## src/rtl/core/multi_slot_oneshot_timer_top_defines.svh

```systemverilog
// Assertion macros for the multi-slot one-shot timer.
// Included by the RTL files that carry concurrent assertions; no other dependencies.
`ifndef MULTI_SLOT_ONESHOT_TIMER_TOP_DEFINES_SVH
`define MULTI_SLOT_ONESHOT_TIMER_TOP_DEFINES_SVH

`ifndef NO_ASSERTIONS

// same-cycle implication
`define MSOT_ASSERT_IMPL(label, clk, rst_n, ante, cons) \
    label: assert property (@(posedge clk) disable iff (!rst_n) (ante) |-> (cons)) \
        else $error("msot: assertion failed");

// next-cycle implication
`define MSOT_ASSERT_NEXT(label, clk, rst_n, ante, cons) \
    label: assert property (@(posedge clk) disable iff (!rst_n) (ante) |=> (cons)) \
        else $error("msot: assertion failed");

`else

`define MSOT_ASSERT_IMPL(label, clk, rst_n, ante, cons)
`define MSOT_ASSERT_NEXT(label, clk, rst_n, ante, cons)

`endif

`endif

```

## src/rtl/core/msot_pkg.sv

```systemverilog
// Shared types and constants for the multi-slot one-shot timer.
// No dependencies; used by every module of the block.
`timescale 1ns / 1ps

package msot_pkg;

    localparam int MODE_W   = 2;
    localparam int SLOT_W   = 4;
    localparam int PERIOD_W = 32;
    localparam int EV_W     = 2;

    localparam logic [PERIOD_W-1:0] MIN_PERIOD_RST = 32'd10;

    typedef enum logic [MODE_W-1:0] {
        MODE_TICK  = 2'd0,
        MODE_SET   = 2'd1,
        MODE_START = 2'd2,
        MODE_STOP  = 2'd3
    } mode_t;

    typedef enum logic [EV_W-1:0] {
        EV_DONE    = 2'd0,
        EV_EXPIRED = 2'd1,
        EV_IDLE    = 2'd2
    } event_t;

    typedef struct packed {
        logic shift;
        logic set_period;
        logic start;
        logic stop;
    } cell_cmd_t;

endpackage

```

## src/rtl/core/msot_cell.sv

```systemverilog
// One timer slot of the ring: armed flag, start time and period.
// Depends on msot_pkg.
`timescale 1ns / 1ps

module msot_cell #(
    parameter int TICK_BITS = 32
) (
    input  logic                            clk,
    input  logic                            rst_n,
    input  msot_pkg::cell_cmd_t             cmd,
    input  logic [TICK_BITS-1:0]            now,
    input  logic [msot_pkg::PERIOD_W-1:0]   wr_period,
    input  logic                            nb_armed,
    input  logic [TICK_BITS-1:0]            nb_start,
    input  logic [msot_pkg::PERIOD_W-1:0]   nb_period,
    output logic                            armed,
    output logic [TICK_BITS-1:0]            start_time,
    output logic [msot_pkg::PERIOD_W-1:0]   period_val
);

    logic                          armed_reg, armed_next;
    logic [TICK_BITS-1:0]          start_reg, start_next;
    logic [msot_pkg::PERIOD_W-1:0] period_reg, period_next;

    always_comb
    begin
        armed_next  = armed_reg;
        start_next  = start_reg;
        period_next = period_reg;
        if (cmd.shift)
        begin
            armed_next  = nb_armed;
            start_next  = nb_start;
            period_next = nb_period;
        end
        else if (cmd.set_period)
        begin
            armed_next  = 1'b0;
            start_next  = now;
            period_next = wr_period;
        end
        else if (cmd.start)
        begin
            armed_next = 1'b1;
            start_next = now;
        end
        else if (cmd.stop)
        begin
            armed_next = 1'b0;
        end
    end

    always_ff @(posedge clk or negedge rst_n)
    begin
        if (!rst_n)
        begin
            armed_reg  <= 1'b0;
            start_reg  <= '0;
            period_reg <= '0;
        end
        else
        begin
            armed_reg  <= armed_next;
            start_reg  <= start_next;
            period_reg <= period_next;
        end
    end

    assign armed      = armed_reg;
    assign start_time = start_reg;
    assign period_val = period_reg;

endmodule

```

## src/rtl/core/msot_head_eval.sv

```systemverilog
// Expiry check for the slot at the head of the ring; builds the entry fed to the tail.
// Depends on msot_pkg.
`timescale 1ns / 1ps

module msot_head_eval #(
    parameter int TICK_BITS = 32
) (
    input  logic [TICK_BITS-1:0]            now,
    input  logic                            armed,
    input  logic [TICK_BITS-1:0]            start_time,
    input  logic [msot_pkg::PERIOD_W-1:0]   period_val,
    output logic                            expire,
    output logic                            nx_armed,
    output logic [TICK_BITS-1:0]            nx_start
);

    localparam int CMP_W = (TICK_BITS > msot_pkg::PERIOD_W) ? TICK_BITS : msot_pkg::PERIOD_W;

    logic [TICK_BITS-1:0] elapsed;

    // modular elapsed time
    assign elapsed  = now - start_time;
    assign expire   = armed && (CMP_W'(elapsed) >= CMP_W'(period_val));
    assign nx_armed = armed && !expire;
    assign nx_start = expire ? now : start_time;

endmodule

```

## src/rtl/core/multi_slot_oneshot_timer_top.sv

```systemverilog
// Top level of the multi-slot one-shot timer: ring of slot cells plus scan control.
// Depends on msot_pkg, msot_cell, msot_head_eval and the assertion macro header.
`timescale 1ns / 1ps
`include "multi_slot_oneshot_timer_top_defines.svh"

// Usage:
//   Input channel (in_valid/in_ready) carries one operation per transaction: tick,
//   set period, start or stop, addressed by slot. The user must write min_period
//   through cfg_wr_en/cfg_wr_data only while idle; the block does not enforce it.
//   Output channel (out_valid/out_ready) carries results: event_res,
//   expired_slot and last, with last set on the final result of a transaction.
//   Set period, start and stop act at acceptance and give one result the next
//   cycle; with a ready receiver they are taken one per cycle. A tick rotates
//   the slot ring through the head checker one slot per cycle unless a stall
//   freezes it; after the last slot a final state emits the final result and
//   the block returns to idle before the next transaction is taken. Expired
//   slots come out in ascending order; one result is held back so that last
//   can be marked on the final one.
//   One transaction is in flight at a time; in_ready is high when the block
//   is idle and the output register is empty or being drained.
//   A stalled receiver holds the output register and, when a second result
//   is due, freezes the ring until out_ready returns.
//   Reset clears all slots (disarmed, zero period and start), the tick
//   counter, and sets min_period to 10.
module multi_slot_oneshot_timer_top #(
    parameter int NUM_SLOTS = 16,
    parameter int TICK_BITS = 32
) (
    input  logic                            clk,
    input  logic                            rst_n,
    input  logic                            cfg_wr_en,
    input  logic [msot_pkg::PERIOD_W-1:0]   cfg_wr_data,
    input  logic                            in_valid,
    output logic                            in_ready,
    input  logic [msot_pkg::MODE_W-1:0]     mode,
    input  logic [msot_pkg::SLOT_W-1:0]     slot,
    input  logic [msot_pkg::PERIOD_W-1:0]   period,
    output logic                            out_valid,
    input  logic                            out_ready,
    output logic [msot_pkg::EV_W-1:0]       event_res,
    output logic [msot_pkg::SLOT_W-1:0]     expired_slot,
    output logic                            last
);

    localparam int CNT_W = (NUM_SLOTS > 1) ? $clog2(NUM_SLOTS) : 1;

    typedef enum logic [2:0] {
        ST_IDLE  = 3'b001,
        ST_SCAN  = 3'b010,
        ST_FINAL = 3'b100
    } state_t;

    state_t                          state_reg, state_next;
    logic [TICK_BITS-1:0]            now_reg, now_next;
    logic [msot_pkg::PERIOD_W-1:0]   min_period_reg, min_period_next;
    logic [CNT_W-1:0]                scan_cnt_reg, scan_cnt_next;
    logic                            pend_valid_reg, pend_valid_next;
    logic [msot_pkg::SLOT_W-1:0]     pend_slot_reg, pend_slot_next;
    logic                            out_valid_reg, out_valid_next;
    logic [msot_pkg::EV_W-1:0]       event_res_reg, event_res_next;
    logic [msot_pkg::SLOT_W-1:0]     expired_slot_reg, expired_slot_next;
    logic                            last_reg, last_next;

    logic                            in_accept;
    logic                            op_accept;
    logic                            out_free;
    logic                            stall;
    logic                            scan_step;
    logic [msot_pkg::PERIOD_W-1:0]   wr_period;

    logic                            cell_armed  [NUM_SLOTS];
    logic [TICK_BITS-1:0]            cell_start  [NUM_SLOTS];
    logic [msot_pkg::PERIOD_W-1:0]   cell_period [NUM_SLOTS];

    logic                            head_expire;
    logic                            tail_armed;
    logic [TICK_BITS-1:0]            tail_start;

    assign out_free  = !out_valid_reg || out_ready;
    assign in_ready  = (state_reg == ST_IDLE) && out_free;
    assign in_accept = in_valid && in_ready;
    assign op_accept = in_accept && (mode != msot_pkg::MODE_TICK);
    assign stall     = head_expire && pend_valid_reg && !out_free;
    assign scan_step = (state_reg == ST_SCAN) && !stall;
    assign wr_period = (period < min_period_reg) ? min_period_reg : period;

    msot_head_eval #(
        .TICK_BITS (TICK_BITS)
    ) u_head_eval (
        .now        (now_reg),
        .armed      (cell_armed[0]),
        .start_time (cell_start[0]),
        .period_val (cell_period[0]),
        .expire     (head_expire),
        .nx_armed   (tail_armed),
        .nx_start   (tail_start)
    );

    for (genvar i = 0; i < NUM_SLOTS; i++)
    begin : g_cell
        msot_pkg::cell_cmd_t             cmd;
        logic                            hit;
        logic                            nb_armed;
        logic [TICK_BITS-1:0]            nb_start;
        logic [msot_pkg::PERIOD_W-1:0]   nb_period;

        assign hit            = ({{(32 - msot_pkg::SLOT_W){1'b0}}, slot} == 32'(i));
        assign cmd.shift      = scan_step;
        assign cmd.set_period = op_accept && hit && (mode == msot_pkg::MODE_SET);
        assign cmd.start      = op_accept && hit && (mode == msot_pkg::MODE_START);
        assign cmd.stop       = op_accept && hit && (mode == msot_pkg::MODE_STOP);

        if (i == NUM_SLOTS - 1)
        begin : g_tail
            assign nb_armed  = tail_armed;
            assign nb_start  = tail_start;
            assign nb_period = cell_period[0];
        end
        else
        begin : g_link
            assign nb_armed  = cell_armed[i+1];
            assign nb_start  = cell_start[i+1];
            assign nb_period = cell_period[i+1];
        end

        msot_cell #(
            .TICK_BITS (TICK_BITS)
        ) u_cell (
            .clk        (clk),
            .rst_n      (rst_n),
            .cmd        (cmd),
            .now        (now_reg),
            .wr_period  (wr_period),
            .nb_armed   (nb_armed),
            .nb_start   (nb_start),
            .nb_period  (nb_period),
            .armed      (cell_armed[i]),
            .start_time (cell_start[i]),
            .period_val (cell_period[i])
        );
    end

    always_comb
    begin
        state_next        = state_reg;
        now_next          = now_reg;
        min_period_next   = cfg_wr_en ? cfg_wr_data : min_period_reg;
        scan_cnt_next     = scan_cnt_reg;
        pend_valid_next   = pend_valid_reg;
        pend_slot_next    = pend_slot_reg;
        out_valid_next    = out_valid_reg && !out_ready;
        event_res_next    = event_res_reg;
        expired_slot_next = expired_slot_reg;
        last_next         = last_reg;

        case (state_reg)
            ST_IDLE:
            begin
                if (in_accept)
                begin
                    if (mode == msot_pkg::MODE_TICK)
                    begin
                        now_next      = now_reg + 1'b1;
                        scan_cnt_next = '0;
                        state_next    = ST_SCAN;
                    end
                    else
                    begin
                        out_valid_next    = 1'b1;
                        event_res_next    = msot_pkg::EV_DONE;
                        expired_slot_next = '0;
                        last_next         = 1'b1;
                    end
                end
            end
            ST_SCAN:
            begin
                if (scan_step)
                begin
                    if (head_expire)
                    begin
                        // flush the held result, keep the new one back
                        if (pend_valid_reg)
                        begin
                            out_valid_next    = 1'b1;
                            event_res_next    = msot_pkg::EV_EXPIRED;
                            expired_slot_next = pend_slot_reg;
                            last_next         = 1'b0;
                        end
                        pend_valid_next = 1'b1;
                        pend_slot_next  = msot_pkg::SLOT_W'(scan_cnt_reg);
                    end
                    if (scan_cnt_reg == CNT_W'(NUM_SLOTS - 1))
                    begin
                        state_next = ST_FINAL;
                    end
                    else
                    begin
                        scan_cnt_next = scan_cnt_reg + 1'b1;
                    end
                end
            end
            ST_FINAL:
            begin
                if (out_free)
                begin
                    out_valid_next    = 1'b1;
                    last_next         = 1'b1;
                    pend_valid_next   = 1'b0;
                    state_next        = ST_IDLE;
                    if (pend_valid_reg)
                    begin
                        event_res_next    = msot_pkg::EV_EXPIRED;
                        expired_slot_next = pend_slot_reg;
                    end
                    else
                    begin
                        event_res_next    = msot_pkg::EV_IDLE;
                        expired_slot_next = '0;
                    end
                end
            end
            default:
            begin
                state_next = ST_IDLE;
            end
        endcase
    end

    always_ff @(posedge clk or negedge rst_n)
    begin
        if (!rst_n)
        begin
            state_reg      <= ST_IDLE;
            now_reg        <= '0;
            min_period_reg <= msot_pkg::MIN_PERIOD_RST;
            scan_cnt_reg   <= '0;
            pend_valid_reg <= 1'b0;
            out_valid_reg  <= 1'b0;
        end
        else
        begin
            state_reg      <= state_next;
            now_reg        <= now_next;
            min_period_reg <= min_period_next;
            scan_cnt_reg   <= scan_cnt_next;
            pend_valid_reg <= pend_valid_next;
            out_valid_reg  <= out_valid_next;
        end
    end

    always_ff @(posedge clk)
    begin
        pend_slot_reg    <= pend_slot_next;
        event_res_reg    <= event_res_next;
        expired_slot_reg <= expired_slot_next;
        last_reg         <= last_next;
    end

    assign out_valid    = out_valid_reg;
    assign event_res    = event_res_reg;
    assign expired_slot = expired_slot_reg;
    assign last         = last_reg;

    `MSOT_ASSERT_IMPL(a_ready_only_idle, clk, rst_n, in_ready, state_reg == ST_IDLE)
    `MSOT_ASSERT_IMPL(a_idle_no_pending, clk, rst_n, state_reg == ST_IDLE, !pend_valid_reg)
    `MSOT_ASSERT_IMPL(a_slot_zero_unless_expired, clk, rst_n,
        out_valid_reg && (event_res_reg != msot_pkg::EV_EXPIRED), expired_slot_reg == '0)
    `MSOT_ASSERT_NEXT(a_ring_frozen_on_stall, clk, rst_n,
        (state_reg == ST_SCAN) && stall, $stable(scan_cnt_reg) && (state_reg == ST_SCAN))
    `MSOT_ASSERT_IMPL(a_no_expiry_is_last, clk, rst_n,
        out_valid_reg && (event_res_reg != msot_pkg::EV_EXPIRED), last_reg)

endmodule

```

## config.mk

```make
export PLATFORM = sky130hd
export DESIGN_NAME = multi_slot_oneshot_timer_top
export DESIGN_NICKNAME = d
export VERILOG_FILES = /design/src/rtl/core/msot_pkg.sv /design/src/rtl/core/msot_cell.sv /design/src/rtl/core/msot_head_eval.sv /design/src/rtl/core/multi_slot_oneshot_timer_top.sv
export VERILOG_INCLUDE_DIRS = /design/src /design/src/rtl/core
export SDC_FILE = /design/constraint.sdc
export NUM_CORES = 2
export LEC_CHECK = 0
export ABC_AREA = 1
export CORE_ASPECT_RATIO = 0.5
export CORE_MARGIN = 3
export CORE_UTILIZATION = 60
export DETAILED_ROUTE_END_ITERATION = 10
export DONT_BUFFER_PORTS = 1
export GPL_TIMING_DRIVEN = 0
export HOLD_SLACK_MARGIN = 0.03
export PLACE_DENSITY = 0.76
export SLEW_MARGIN = 20
export SYNTH_ARGS = -nofsm -noshare
export SYNTH_HDL_FRONTEND = slang
export SYNTH_SLANG_ARGS = --single-unit
```

## constraint.sdc

```tcl
create_clock -name clk -period 4.5 [get_ports clk]
set_input_delay 0.9 -clock clk [delete_from_list [all_inputs] [get_ports clk]]
set_output_delay 0.9 -clock clk [all_outputs]
set_load 0.02 [all_outputs]
```

==> run_results.csv <==
group,metric,value,unit
outcome,violations,"negative setup slack",
global_route,antenna_found_initial,0,
global_route,grt_pass1_vias,47399,
cells_and_area,drive_gt1_frac,0.117,
setup_path,end_kind,"flip-flop",
sta,relSlewSlack,0.263,
yosys,syn-instance-count,7329,
drt,avgRoutedWirePerCell,20.0,um
floorplanning,start_util,0.608,
setup_path,path_delay_family,"simple AND/OR/NAND/NOR gates",
run,maxCapViolations,0,
drt,ant_nets,0,
yosys,syn_area_per_cell,7.54,um^2
drt,vias,49885,
yosys,yosysWarnings,0,
yosys,synth_ff_type,"dfrtp_1",
cells_and_area,multi_input_area,24800,um^2
cts,cts_tree,"yes",
cells_and_area,final_core_util,0.699,
yosys,synth_edf_count,11,
drt,drtIter0Drc,5429,
sta,clock-skew-final,0.0200,ns
sta,grt_setup_unrepaired,"yes",
sta,tightest_slew,1.10,ns
pwr,power_density,559,nW/um^2
drt,via_per_inst,5.65,
place,gp_congestion,1.00,
drt,drc,0,
place,portBuffers,0,
setup_path,required,5.15,ns
sta,hold_violations,0,
min_path,hp-class,"input pin to async pin",
pwr,switching_power,13.3,mW
pwr,peakVddDrop,0.000377,V
global_route,grt_max_degree,238,
sta,period_needed,4.54,ns
cells_and_area,diodes,0,
floorplanning,core-area,91000,um^2
cts,cts_sinks,1124,
cts,path_clk_slew,0.07,ns
yosys,syn_nets,7501,
pwr,power.leakage,34.4,nW
yosys,async_flop_share,0.990,
setup_path,slowest_delay,0.39,ns
place,dp_cells,8575,
cts,clockBufferDepth,3,
setup_path,cp_num_buf_inv,6,
setup_path,arrival,5.19,ns
place,place_area,57000,um^2
sta,tns,-0.0926,ns
cells_and_area,regArea,28200,um^2
cells_and_area,nets,7679,
cells_and_area,synthToLayoutAreaGrowth,15.0,%
cells_and_area,final_common_cell,"nand2_1",
cts,cts_buffers,99,
sta,max_freq,0.220,GHz
setup_path,cp_max_fo,10,
global_route,overflow,0,
drt,wirelength,176,mm
cells_and_area,fin_area,63600,um^2
setup_path,cp_slowest_cell,"dfrtp_1",
cts,cts-root-buf,"clkbuf_16",
outcome,outcome,"complete, but fails checks",
place,dp.final_hpwl,128,mm
pwr,pwr-share-seq,0.400,
cts,cts_max_level,3,
setup_path,crit_top_cell,"nand2_1",
yosys,yosysUniqueCellTypes,46,
cells_and_area,layoutNonFillerInstCount,8827,
drt,first_pass_iters,6,
global_route,track_usage,0.361,
pwr,combPwrFrac,0.337,
floorplanning,fp-row-count,78,
pwr,internal_power,22.2,mW
cts,clkLatencyLatePin,0.72,ns
floorplanning,die_area,96000,um^2
yosys,yosysSeqAreaShare,0.510,
cells_and_area,final_cell_mix,"nand2_1 (3743), dfrtp_1 (1095), nand3_1 (1046)",
cells_and_area,n_fill_cell,7563,
floorplanning,dieHeight,221,um
sta,setup_viol,7,
sta,finalWorstSetupSlack,-0.0443,ns
sta,drv_slew,0,
pwr,netSwitchingFraction,0.375,
floorplanning,ioPinCount,84,
global_route,grt_pass1_wl,270,mm
yosys,synth_seq_cells,1124,
setup_path,start_kind,"flip-flop",
sta,finalCritPeriodShare,1.01,
setup_path,crit_type,"flip-flop to flip-flop",
yosys,syn_area,55300,um^2
floorplanning,dieWidth,435,um
pwr,pwr-share-clk,0.263,
cells in the mapped netlist (all sizes together) (2+ instances only):
cell	n	area, um^2
xnor2	25	219
a21oi	77	389
nor2	138	646
nor3	18	100
o21bai	4	30.0
nand2	3837	14400
clkbuf	116	435
nand4	21	146
nand3	1058	5310
a31oi	2	12.5
buf	343	1860
o211ai	31	233
nand3b	4	30.0
o21a	2	15.0
a21o	3	22.5
edfxtp	11	330
o21ai	130	651
dfrtp	1110	27800
inv	246	926
xor2	37	324
nor4	8	50.1
dfstp	3	78.8
ha	96	1200
power groups by stage:
stage | Clock [mW] | Combinational, mW | Sequential, mW
detailed placement | 0 | 10.1 | 14.3
finish | 9.33 | 12.0 | 14.2
CTS | 9.36 | 10.9 | 14.1
floorplan | 0 | 6.96 | 13.8
global placement | 0 | 9.58 | 14.2
global route | 9.80 | 13.2 | 14.4
logic make-up after synthesis:
family,count (synthesis),share of synthesized area
AO/OA/AOI/OAI,253,0.0251
XOR/XNOR,62,0.00982
adder cells (fa/ha/maj),97,0.0221
buffers and inverters,706,0.0583
flip-flops,1124,0.510
AND/OR/NAND/NOR,5087,0.375
routing by layer:
layer	GRT usage	vias to the layer above	part of all wire
met4	0.128	0	0.034
li1	-	23458	-
met5	0	-	0
met3	0.0821	336	0.098
met1	0.494	23855	0.42
met2	0.571	2236	0.45
cell type report:
cell class,count,area share
buffer,458,0.0540
tap,1240,0.0244
multi-input combinational,5499,0.390
sequential,1124,0.444
timing repair buffer,78,0.0164
clock inverter,38,0.00779
clock buffer,143,0.0478
inverter,247,0.0156
worst paths after layout:
kind | start | endpoint | slack, ns | cells past startpoint
setup / recovery | g_cell[0].u_cell.start_time[2] | g_cell[15].u_cell.period_val[7] | -0.04 | 28
setup reg to reg | g_cell[0].u_cell.start_time[2] | g_cell[15].u_cell.period_val[7] | -0.04 | 28
hold / removal | rst_n | min_period_reg[23] | 0.13 | 1
max in group asynchronous | rst_n | g_cell[8].u_cell.start_time[27] | 1.55 | 4
hold reg to reg | g_cell[7].u_cell.start_time[3] | g_cell[7].u_cell.start_time[3] | 0.48 | 2
min in group clk | cfg_wr_data[3] | min_period_reg[3] | 0.31 | 2
per-stage QoR:
stage | total power, mW | hold slack (ns) | setup slack [ns]
floorplan | 20.7 | 0.449 | 0.384
global placement | 23.8 | 0.461 | -1.15
detailed placement | 24.3 | 0.465 | -1.21
CTS | 34.4 | 0.208 | 0.00174
global route | 37.4 | 0.171 | -0.208
finish | 35.5 | 0.126 | -0.0443
worst reg2reg max path, delay by kind of cell (launching register included):
| family | cells | cell delay (ns) |
|---|---|---|
| adder cells (fa/ha/maj) | 2 | 0.51 |
| AND/OR/NAND/NOR | 15 | 1.73 |
| AO/OA/AOI/OAI | 5 | 0.83 |
| flip-flops | 1 | 0.39 |
| buffers and inverters | 6 | 1.02 |
timing repair:
| item | CTS | global route |
|---|---|---|
| buffers inserted | 33 | 23 |
| hold buffers | 2 | 0 |
| setup endpoints to repair | 1053 | 1053 |
| gates cloned | 0 | 13 |
| gates resized for setup | 335 | 419 |
| pin swaps | 28 | 43 |
| hold endpoints to repair | 25 | 0 |
Note: power is estimated with default switching activity, not from simulation.
